--- src/sv/tcw_pkg.sv ---
// ----------------------------------------------------------------------------
// tcw_pkg
// Shared constants, codes and types of the text console writer: screen
// geometry, character codes, command codes and controller/datapath interface.
// ----------------------------------------------------------------------------
package tcw_pkg;

  localparam int ScreenColumns = 80;
  localparam int ScreenRows    = 25;
  localparam int CellCount     = ScreenColumns * ScreenRows;

  localparam int ColW   = $clog2(ScreenColumns + 1);
  localparam int RowW   = $clog2(ScreenRows + 1);
  localparam int AddrW  = $clog2(CellCount);
  localparam int SweepW = $clog2(CellCount + ScreenColumns);
  localparam int CellW  = 16;
  localparam int CharW  = 8;
  localparam int CoordW = 8;
  localparam int CmdW   = 2;

  localparam logic [CharW-1:0] TextColorReset = 8'h17;
  localparam logic [CharW-1:0] BlankChar      = 8'h20;
  localparam logic [CharW-1:0] CodeNewline    = 8'h0A;
  localparam logic [CharW-1:0] CodeReturn     = 8'h0D;
  localparam logic [CharW-1:0] FirstPrintable = 8'd32;

  typedef enum logic [CmdW-1:0] {
    CMD_PUT    = 2'd0,
    CMD_SETPOS = 2'd1,
    CMD_CLEAR  = 2'd2,
    CMD_READ   = 2'd3
  } command_e;

  typedef enum logic [3:0] {
    OP_NONE,
    OP_LATCH,
    OP_FILL_ZERO,
    OP_FILL_BLANK,
    OP_WRAP,
    OP_SCROLL_RD,
    OP_SCROLL_WR,
    OP_SCROLL_BLANK,
    OP_PUT
  } dp_op_e;

  typedef struct packed {
    logic need_scroll;
    logic store_end;
    logic blank_end;
  } dp_status_t;

endpackage

--- src/sv/tcw_controller.sv ---
// ----------------------------------------------------------------------------
// tcw_controller
// Command sequencer: reset clear, command accept, wrap and scroll handling,
// clear sweep and result strobe.
// ----------------------------------------------------------------------------
module tcw_controller (
  input  logic                     clk_i,
  input  logic                     rst_ni,
  input  logic                     start_i,
  input  logic [tcw_pkg::CmdW-1:0] command_i,
  input  tcw_pkg::dp_status_t      status_i,
  output tcw_pkg::dp_op_e          op_o,
  output logic                     busy_o,
  output logic                     result_valid_o
);

  typedef enum logic [8:0] {
    S_INIT      = 9'b000000001,
    S_IDLE      = 9'b000000010,
    S_WRAP      = 9'b000000100,
    S_SCR_RD    = 9'b000001000,
    S_SCR_WR    = 9'b000010000,
    S_SCR_BLANK = 9'b000100000,
    S_PUT       = 9'b001000000,
    S_CLEAR     = 9'b010000000,
    S_DONE      = 9'b100000000
  } state_e;

  state_e state_q, state_d;
  logic   accept;

  assign busy_o         = !((state_q == S_IDLE) || (state_q == S_DONE));
  assign result_valid_o = (state_q == S_DONE);
  assign accept         = start_i && !busy_o;

  always_comb begin
    state_d = state_q;
    op_o    = tcw_pkg::OP_NONE;
    unique case (state_q)
      S_INIT: begin
        op_o = tcw_pkg::OP_FILL_ZERO;
        if (status_i.store_end) begin
          state_d = S_IDLE;
        end
      end
      S_IDLE, S_DONE: begin
        state_d = S_IDLE;
        if (accept) begin
          op_o = tcw_pkg::OP_LATCH;
          unique case (tcw_pkg::command_e'(command_i))
            tcw_pkg::CMD_PUT:    state_d = S_WRAP;
            tcw_pkg::CMD_SETPOS: state_d = S_DONE;
            tcw_pkg::CMD_CLEAR:  state_d = S_CLEAR;
            tcw_pkg::CMD_READ:   state_d = S_DONE;
            default:             state_d = S_DONE;
          endcase
        end
      end
      S_WRAP: begin
        op_o    = tcw_pkg::OP_WRAP;
        state_d = status_i.need_scroll ? S_SCR_RD : S_PUT;
      end
      S_SCR_RD: begin
        op_o    = tcw_pkg::OP_SCROLL_RD;
        state_d = S_SCR_WR;
      end
      S_SCR_WR: begin
        op_o    = tcw_pkg::OP_SCROLL_WR;
        state_d = status_i.store_end ? S_SCR_BLANK : S_SCR_RD;
      end
      S_SCR_BLANK: begin
        op_o = tcw_pkg::OP_SCROLL_BLANK;
        if (status_i.blank_end) begin
          state_d = S_PUT;
        end
      end
      S_PUT: begin
        op_o    = tcw_pkg::OP_PUT;
        state_d = S_DONE;
      end
      S_CLEAR: begin
        op_o = tcw_pkg::OP_FILL_BLANK;
        if (status_i.store_end) begin
          state_d = S_DONE;
        end
      end
      default: begin
        state_d = S_IDLE;
      end
    endcase
  end

  always_ff @(posedge clk_i or negedge rst_ni) begin
    if (!rst_ni) begin
      state_q <= S_INIT;
    end else begin
      state_q <= state_d;
    end
  end

endmodule

--- config.mk ---
export PLATFORM = sky130hd
export DESIGN_NAME = tcw_controller
export DESIGN_NICKNAME = d
export VERILOG_FILES = /design/src/sv/tcw_pkg.sv /design/src/sv/tcw_controller.sv
export SDC_FILE = /design/constraint.sdc
export NUM_CORES = 1
export LEC_CHECK = 0
export BUFFER_PORTS_ARGS = -buffer_cell sky130_fd_sc_hd__buf_2
export CORE_MARGIN = 2
export CORE_UTILIZATION = 30
export CTS_CLUSTER_SIZE = 28
export DETAILED_ROUTE_END_ITERATION = 8
export GPL_ROUTABILITY_DRIVEN = 1
export GPL_TIMING_DRIVEN = 0
export PLACE_DENSITY_LB_ADDON = 0.1
export SETUP_SLACK_MARGIN = 0.3
export SLEW_MARGIN = 10
export SYNTH_ARGS = -nofsm -noshare
export SYNTH_HDL_FRONTEND = slang
export SYNTH_SLANG_ARGS = --single-unit
--- constraint.sdc ---
create_clock -name clk_i -period 3.75 [get_ports clk_i]
set_clock_uncertainty 0.1 [all_clocks]
set_input_delay 0.375 -clock clk_i [delete_from_list [all_inputs] [get_ports clk_i]]
set_output_delay 0.375 -clock clk_i [all_outputs]
set_load 0.005 [all_outputs]
; Word level (Yosys, flattened, before mapping)
; Cells that the tools add are included.
[word_totals]
wordCells = 33
output_inout_bits = 6
reg_bits = 9
inputBits = 8
[op_classes]
n_reduce_logical = 7
n_mux = 10
n_eq_ne = 15
[ops]
columns = operator, n
row1 = 9-bit case mux with 8 select lines, 1
row2 = 9-bit two-way mux, 4
row3 = 4-bit case mux with 8 select lines, 1
row4 = 9-bit case mux with 3 select lines, 1
row5 = 9-bit by 1-bit == test with 1-bit output (second input constant), 1
row6 = 9-bit by 2-bit == test with 1-bit output (second input constant), 1
row7 = 9-bit by 3-bit == test with 1-bit output (second input constant), 1
row8 = 9-bit by 4-bit == test with 1-bit output (second input constant), 1
row9 = 9-bit by 5-bit == test with 1-bit output (second input constant), 1
row10 = 9-bit by 6-bit == test with 1-bit output (second input constant), 1
row11 = 9-bit by 7-bit == test with 1-bit output (second input constant), 1
row12 = 9-bit by 8-bit == test with 1-bit output (second input constant), 1
row13 = 9-bit == test (second input constant), 1
row14 = 7-bit two-way mux, 1
row15 = 6-bit two-way mux, 1
row16 = 2-bit != test (second input constant), 3
row17 = 2-bit == test (second input constant), 2
row18 = 2-bit OR reduction, 2
row19 = 3-bit AND reduction, 1
row20 = 2-bit by 1-bit == test with 1-bit output (second input constant), 1
row21 = 2-bit zero test, 1
row22 = 1-bit logical AND, 1
row23 = 1-bit zero test, 1
row24 = 1-bit logical OR, 1
row25 = 1-bit two-way mux, 1

; Logic depth before layout (Yosys ltp)
; Gate-level depths: netlist of run 1.
[depth]
depth_word = 5
ltp_mapped = 6
mapped_depth_nobuf = 5

; Worst setup path after synthesis of run 1
; OpenSTA, ideal clock, no wires.
[synth_path]
path_kind = flip-flop to output port
startpoint = register state_q[3]
endpoint = output port op_o[0]
required_ns = 3.275
stages_incl_launch_ff = 7
path_buffers = 1
setup_slack_ns = 1.786
arrival_ns = 1.489
path_cell_list = dfrtp_1 -> buf_2 -> nand3b_1 -> a21oi_1 -> a31oi_1 -> or4_1 -> a211oi_1
[synth_via]
elab_chain_len = 5
word_cells_on_any_way = 14
classes_between = eq/ne (9) / mux (2) / reduce/logical (3)
[synth_rtl]
columns = item, line_no
row1 = "start, declared", tcw_controller.sv:29  ; state_e state_q, state_d;
row2 = "start signal, assigned", tcw_controller.sv:97  ; state_q <= state_d;
row3 = 9-bit by 2-bit == test with 1-bit output or 9-bit == test (tied branches), "tcw_controller.sv:32, tcw_controller.sv:39"
row4 = 1-bit logical OR, tcw_controller.sv:32  ; assign busy_o = !((state_q == S_IDLE) || (state_q == S_DONE));
row5 = 1-bit logical AND, tcw_controller.sv:34  ; assign accept = start_i && !busy_o;
row6 = 1-bit two-way mux, tcw_controller.sv:48  ; if (accept) begin
row7 = 4-bit case mux with 8 select lines *, tcw_controller.sv:39  ; unique case (state_q)
row8 = "end, declared", tcw_controller.sv:12  ; output tcw_pkg::dp_op_e op_o,
; Mark *: on every way between the ends. The rest lies on a longest branch, timed or not.

; Worst setup path in the final report of run 1
; Same ends and word-level chain as after synthesis.

==> results of run 1 <==
==> cells in the mapped netlist, types with 2 or more instances <==
| cell type | count |
|---|---|
| xor2_1 | 5 |
| nand3_1 | 3 |
| buf_2 | 3 |
| nand2_1 | 2 |
| a21oi_1 | 5 |
| nor2_1 | 9 |
| dfrtp_1 | 8 |
| o21ai_0 | 3 |
| nor2b_1 | 3 |
| nand2b_1 | 6 |
| inv_1 | 3 |
| nand3b_1 | 2 |
| nor3b_1 | 2 |
| nor4_4 | 2 |
==> power by group through the flow <==
stage                     Sequential [mW]  Clock [mW]  Combinational [mW]
after floorplan                     0.117           0               0.186
after global placement              0.120           0               0.244
after detailed placement            0.119           0               0.243
after CTS                           0.118      0.0793               0.247
after global routing                0.120      0.0852               0.274
final                               0.118      0.0770               0.246
==> area by class of cell <==
| cell class | instances | share of cell area (%) |
|---|---|---|
| buffer | 5 | 3.57 |
| clock buffer | 4 | 3.12 |
| inverter | 3 | 1.34 |
| multi-input combinational | 62 | 52.0 |
| sequential | 9 | 26.9 |
| tap | 28 | 4.16 |
| timing repair buffer | 14 | 8.92 |
==> layout by cell type (no fill, tap or decap) <==
cell / Yosys / routed
or4_1: 1 / 1
clkbuf_1: 1 / 2
xor2_1: 5 / 5
and4b_1: 1 / 1
dfstp_2: 1 / 1
nand2b_1: 6 / 6
nor4_2: 1 / 1
o32ai_1: 1 / 1
nand3_1: 3 / 3
inv_1: 3 / 3
nor3_1: 1 / 1
buf_6: 1 / 1
a21oi_1: 5 / 5
clkbuf_4: 0 / 3
dfrtp_1: 8 / 8
a211oi_1: 1 / 1
buf_2: 3 / 16
o21ai_0: 3 / 3
xnor2_1: 1 / 1
and3_1: 1 / 1
nand3b_1: 2 / 2
or3_4: 1 / 1
nand2_1: 2 / 2
and2_1: 1 / 1
dlygate4sd3_1: 0 / 1
or2_1: 1 / 1
a31oi_1: 1 / 1
nor2b_1: 3 / 3
nand4b_1: 1 / 1
o211ai_1: 1 / 1
a22o_1: 1 / 1
nor2_1: 9 / 9
nor3b_1: 2 / 2
nor2_2: 1 / 1
o32ai_2: 1 / 1
nand2_2: 1 / 1
o22a_1: 1 / 1
o32a_1: 1 / 1
nor4_4: 2 / 2
==> kinds of logic (layout without fill, tap and decap cells) <==
| family | Yosys count | count (layout) | synth area share (%) |
|---|---|---|---|
| buffers and inverters | 8 | 26 | 5.85 |
| xor gates and xnor gates | 6 | 6 | 7.45 |
| and+or+nand+nor | 40 | 40 | 38.5 |
| AOI/OAI and AO/OA | 16 | 16 | 16.1 |
| DFF | 9 | 9 | 32.1 |
==> path summary, 6_finish.rpt <==
path / start / end / slack, ns
worst min-delay path: command_i[1] / state_q[2]$_DFFE_PN0P_ / 0.18
worst max register to register: state_q[5]$_DFFE_PN0P_ / state_q[7]$_DFFE_PN0P_ / 1.87
worst min register to register: state_q[0]$_DFFE_PN1P_ / state_q[0]$_DFFE_PN1P_ / 0.45
max in group asynchronous: rst_ni / state_q[0]$_DFFE_PN1P_ / 2.90
worst max-delay path: state_q[3]$_DFFE_PN0P_ / op_o[0] / 1.32
min in group asynchronous: rst_ni / state_q[3]$_DFFE_PN0P_ / 0.39
==> critical path, delay by kind of cell (launching register included) <==
family | cells | cell delay, ns
AOI/OAI and AO/OA | 3 | 0.44
buffers and inverters | 2 | 0.34
DFF | 1 | 0.35
and+or+nand+nor | 2 | 0.56
==> layer usage <==
| layer | vias up | routed length, µm | share of wire (%) | GRT usage (%) |
|---|---|---|---|---|
| met5 | - | 0 | 0 | 0 |
| met4 | 0 | 45 | 2.7 | 12.0 |
| met2 | 11 | 775 | 46 | 21.5 |
| met1 | 296 | 826 | 49 | 19.6 |
| met3 | 4 | 44 | 2.6 | 2.86 |
| li1 | 319 | - | - | - |
==> per-stage QoR <==
step	hold slack (ns)	std cells
2_1_floorplan	-0.0206	79
3_3_place_gp	0.140	120
3_5_place_dp	0.141	120
4_1_cts	0.166	125
5_1_grt	0.180	125
6_report	0.179	125
==> timing repair <==
item / CTS / global route
setup endpoints to repair: 0 / 0
endpoints found under the hold margin: 8 / 0
hold buffers: 1 / 0
==> summary.txt, run 1 <==
Netlist cell types - 37
DIE WIDTH - 52.5 µm
Sw Ratio - 39.8%
Post-synth EDFFs - 0
Hpwl dp - 1230 µm
Final nets - 106
Final Setup Violations - 0
Post-synth top area cell - dfrtp_1
Placed cell area - 806 µm²
Clock network fraction of design power - 17.5%
DR vias - 630
Netlist Area Pre-Place - 706 µm²
Layout cells sized above 1 - 28.9%
Starting density of the core - 31.9%
Vias per cell - 5.04
Max-slew headroom - 71.8%
Deepest clock path buffer count - 2
Fillers - 250
Clock Latency Late Sink - 0.26 ns
Ant diodes - 0
Fin crit share - 64.8%
Critical path type - reg2out
DRT antenna net count - 0
CTS buffer count - 3
Multi-input logic area - 438 µm²
CTS tree - built
Post-Syn Instances - 79
Max Freq - 412 MHz
CTS resizes - 0
Combinational power share - 55.8%
Num rows - 17
DRC - 0
Vias in the first global route - 616
Startpoint Class - flip-flop
Worst EP required - 3.27 ns
Drt initial violations - 3
Finished Core Util - 38.1%
Sequential area share after synthesis - 32.1%
R2r worst-path depth - 4
Worst-path cell chain - buf_2, nand3b_1, a21oi_1, a31oi_1, or4_1, a211oi_1, buf_2
Largest net degree at the start of global routing - 11
Root buffer cell - clkbuf_4
Critical Path Fanout Max - 9
Power density cells - 523 nW/µm²
WL final - 1690 µm
Hold path cells - 2
Clock-pin transition on the worst setup and hold timing paths - 0.07 ns
Max-slew violations - 0
Internal power - 265 µW
Final instance area - 842 µm²
Wire per inst - 13.5 µm
First-pass DRT Iterations - 3
Least-Margin Pin Slew - 0.424 ns
NetSw - 175 µW
Syn Nets - 87
Largest Register - state_q
Peak supply drop - 0.212 mV
Final WS setup - 1.32 ns
Pre-CTS setup slack - 1.58 ns
# Post-CTS Setup Buffers - 0
First-pass GRT wire length - 2900 µm
Largest regs - state_q: 9 flops
Static Leakage - 0.393 nW
Die ar. - 2760 µm²
RSZ-0062 raised after global routing - false
Worst min path class - in2reg
Routability cong. - 0.769
GR Util All Layers - 15.1%
FF+latch area - 226 µm²
Top FF cell, synth - dfrtp_1
YS warnings - 0
Tmin final - 2.43 ns
Status - finished, final reports clean
Synth Area per Inst - 8.93 µm²
Ports - 14
Nature of the critical path endpoint - output port
Max reg flops - 9
Critical Path AT - 1.95 ns
DIE HEIGHT - 52.5 µm
Initial antenna violation count - 0
Setup TNS Final - 0 ns
Pwr Total - 440 µW
Synth top area cells - dfrtp_1, xor2_1, nor4_4, nand2b_1, nor2_1
Core area - 2210 µm²
Area grow syn2layout - 19.3%
Yosys reg bits - 9
Number of port buffers - 13
Yosys top cell area share - 28.4%
Overflow after GRT - 0
Clock sinks - 9
Critical path's largest stage delay - 0.39 ns
Crit-path slowest cell - or4_1
Max_cap viols - 0
Most common cell on crit path - buf_2
H-tree levels - 1
Sequential Power Share - 26.7%
Endpoints failing hold - 0
Async S/R FF share, synth - 100%
No activity file was read; power rests on OpenSTA's default activity.
==> run 2: changes to the inputs <==
==> constraint.sdc (replaced) <==
create_clock -name clk_i -period 2 [get_ports clk_i]
set_clock_uncertainty 0.1 [all_clocks]
set_input_delay 0.2 -clock clk_i [delete_from_list [all_inputs] [get_ports clk_i]]
set_output_delay 0.2 -clock clk_i [all_outputs]
set_load 0.005 [all_outputs]
==> run 2 against run 1 <==
  * The flow now finishes with violations (setup timing)
  * Clock power grew 74%
  * Via count up 13%
  * Critical path depth is the same
  * Design area up 31%
  * Register-to-register slack worse by 1.8 ns
  * Hold slack got worse by 0.048 ns
  * Total power rose by 140%
  * Final cell count is 13% higher
  * First-iteration DRC count rose to 3.0 times the previous value
==> summary.txt, run 2 (synthesis results as in run 1) <==
Largest net degree at the start of global routing - 11 (unchanged)
Largest Register - state_q
Hpwl dp - 1240 µm (+0.64%)
RSZ-0062 raised after global routing - true
Critical Path Start - state_q[3]$_DFFE_PN0P_
Final WS setup - -0.174 ns (-1.49 ns)
Core area - 2210 µm² (unchanged)
DR vias - 709 (+13%)
Area grow syn2layout - 56.7%
Ant diodes - 0 (unchanged)
Endpoints failing hold - 0 (unchanged)
Non-filler instance count after layout - 141 (+13%)
Initial antenna violation count - 0 (unchanged)
Fin Hold WS - 0.131 ns (-0.0477 ns)
Clock sinks - 9 (unchanged)
Starting density of the core - 31.9% (unchanged)
Placed insts - 120 (unchanged)
Final instance area - 1110 µm² (+31%)
Static Leakage - 0.497 nW (+26%)
H-tree levels - 1 (unchanged)
Deepest clock path buffer count - 2 (unchanged)
Least-Margin Pin Slew - 0.359 ns (-0.0643 ns)
Status - finished with violations
Layout cells sized above 1 - 53.1% (+24 points)
Largest regs - state_q: 9 flops
GR Util All Layers - 14.8% (-0.29 points)
Critical Path AT - 1.87 ns (-0.08 ns)
CTS tree - built
First-pass DRT Iterations - 4 (+1)
Sw Ratio - 38.7% (-1.2 points)
Sequential Power Share - 20.4% (-6.3 points)
Crit-path slowest cell - or4_1
Critical Path Fanout Max - 4 (-5)
Fin crit share - 109%
NetSw - 416 µW (+140%)
Ports - 14 (unchanged)
Hold Startpoint - command_i[0]
Top Family by Delay on Critical Path - simple AND/OR/NAND/NOR gates
Drt initial violations - 9 (+6)
Worst-path cell chain - buf_6, nand3b_1, a21oi_2, a31oi_1, or4_1, a211oi_2, buf_2
Leading cell type in the layout, fill and taps excluded - buf_2
Vias in the first global route - 712 (+16%)
Clock network fraction of design power - 12.5% (-5.0 points)
Max Freq - 460 MHz
Crit Reg-Reg Startpoint - state_q[3]$_DFFE_PN0P_
Overflow after GRT - 0 (unchanged)
Worst EP required - 1.70 ns (-1.57 ns)
Clock-pin transition on the worst setup and hold timing paths - 0.06 ns (about the same)
Peak supply drop - 0.403 mV (+90%)
Critical path buffer and inverter count - 2 (unchanged)
Routability cong. - 0.779 (+1.3%)
DRT antenna net count - 0 (unchanged)
Worst min path class - in2reg
Finished Core Util - 50.0% (+12 points)
Max_cap viols - 0 (unchanged)
DIE HEIGHT - 52.5 µm (unchanged)
Power density cells - 972 nW/µm² (+86%)
Critical path type - reg2out
Final nets - 122 (+15%)
CTS buffer count - 3 (unchanged)
DIE WIDTH - 52.5 µm (unchanged)
Most frequent cells in the layout - buf_2, buf_4, buf_6
Final Setup Violations - 1 (+1)
Num rows - 17 (unchanged)
Tmin final - 2.17 ns
Number of port buffers - 13 (unchanged)
Critical path's largest stage delay - 0.43 ns (+0.04 ns)
Wire per inst - 13.3 µm (-2.0%)
Combinational power share - 67.1% (+11 points)
Max-slew headroom - 76.0% (+4.3 points)
Max reg flops - 9 (unchanged)
Nature of the critical path endpoint - output port
Max-slew violations - 0 (unchanged)
Root buffer cell - clkbuf_4
Die ar. - 2760 µm² (unchanged)
Placed cell area - 813 µm² (+0.93%)
First-pass GRT wire length - 3010 µm (+3.8%)
DRC - 0 (unchanged)
Internal power - 659 µW (+150%)
WL final - 1870 µm (+11%)
Failing checks - setup timing
Startpoint Class - flip-flop
Clock Latency Late Sink - 0.25 ns (about the same)
Vias per cell - 5.03 (-0.23%)
## run 2: changes by cell type in the layout (fill, tap and decap cells not counted), sizes merged
cell / previous run / this run
buf: 17 / 32
dlygate4sd3: 1 / 2
## run 2: final timing paths
| check | to | slack (ns) | cells after the start |
|---|---|---|---|
| worst max-delay path | op_o[0] | -0.17 | 7 |
| worst min-delay path | state_q[8]$_DFFE_PN0P_ | 0.13 | 3 |
| worst max register to register | state_q[0]$_DFFE_PN1P_ | 0.09 | 8 |
| worst min register to register | state_q[0]$_DFFE_PN1P_ | 0.45 | 1 |
| max in group asynchronous | state_q[0]$_DFFE_PN1P_ | 1.33 | 2 |
| min in group asynchronous | state_q[5]$_DFFE_PN0P_ | 0.22 | 2 |
## run 2: per-stage QoR
step | total power [mW] | TNS [ns] | worst slack [ns]
finish | 1.08 | -0.174 | -0.174
global route | 1.15 | -0.339 | -0.270
CTS | 0.948 | -0.175 | -0.175
detailed placement | 0.681 | 0 | 0.0746
global placement | 0.683 | 0 | 0.117
floorplan | 0.575 | 0 | 0.273
## run 2: what timing repair did
action                     in CTS  in global routing
pin swaps                       8                 10
setup buffers                  10                  5
resized for setup              18                 16
setup endpoints to repair      12                 14
hold buffers                    2                  0
hold endpoints to repair       10                  0
## run 2: metal layers
layer | global-route usage (%) | part of all wire [%]
met5 | 0 | 0
met4 | 8.97 | 1.7
met3 | 1.71 | 4.0
met2 | 23.5 | 49
met1 | 18.9 | 45
## run 2: layout make-up
type | instances | area (µm²)
clock buffer | 4 | 26.3
tap | 28 | 35.0
multi-input combinational | 62 | 536
timing repair buffer | 30 | 223
fill | 234 | 1110
buffer | 5 | 46.3
sequential | 9 | 229
inverter | 3 | 11.3
## run 2: power groups by stage
stage / registers [mW] / clock network [mW] / logic (mW)
2_1_floorplan: 0.220 / 0 / 0.354
3_3_place_gp: 0.225 / 0 / 0.458
3_5_place_dp: 0.224 / 0 / 0.457
4_1_cts: 0.218 / 0.142 / 0.588
5_1_grt: 0.220 / 0.152 / 0.782
6_report: 0.219 / 0.134 / 0.722
## run 2: worst register-to-register path: cells and delay by family (launching register included)
| kind | cells | cell delay [ns] |
|---|---|---|
| AO/OA/AOI/OAI | 1 | 0.27 |
| flip-flops | 1 | 0.37 |
| buffers and inverters | 4 | 0.56 |
| AND/OR/NAND/NOR | 3 | 0.55 |
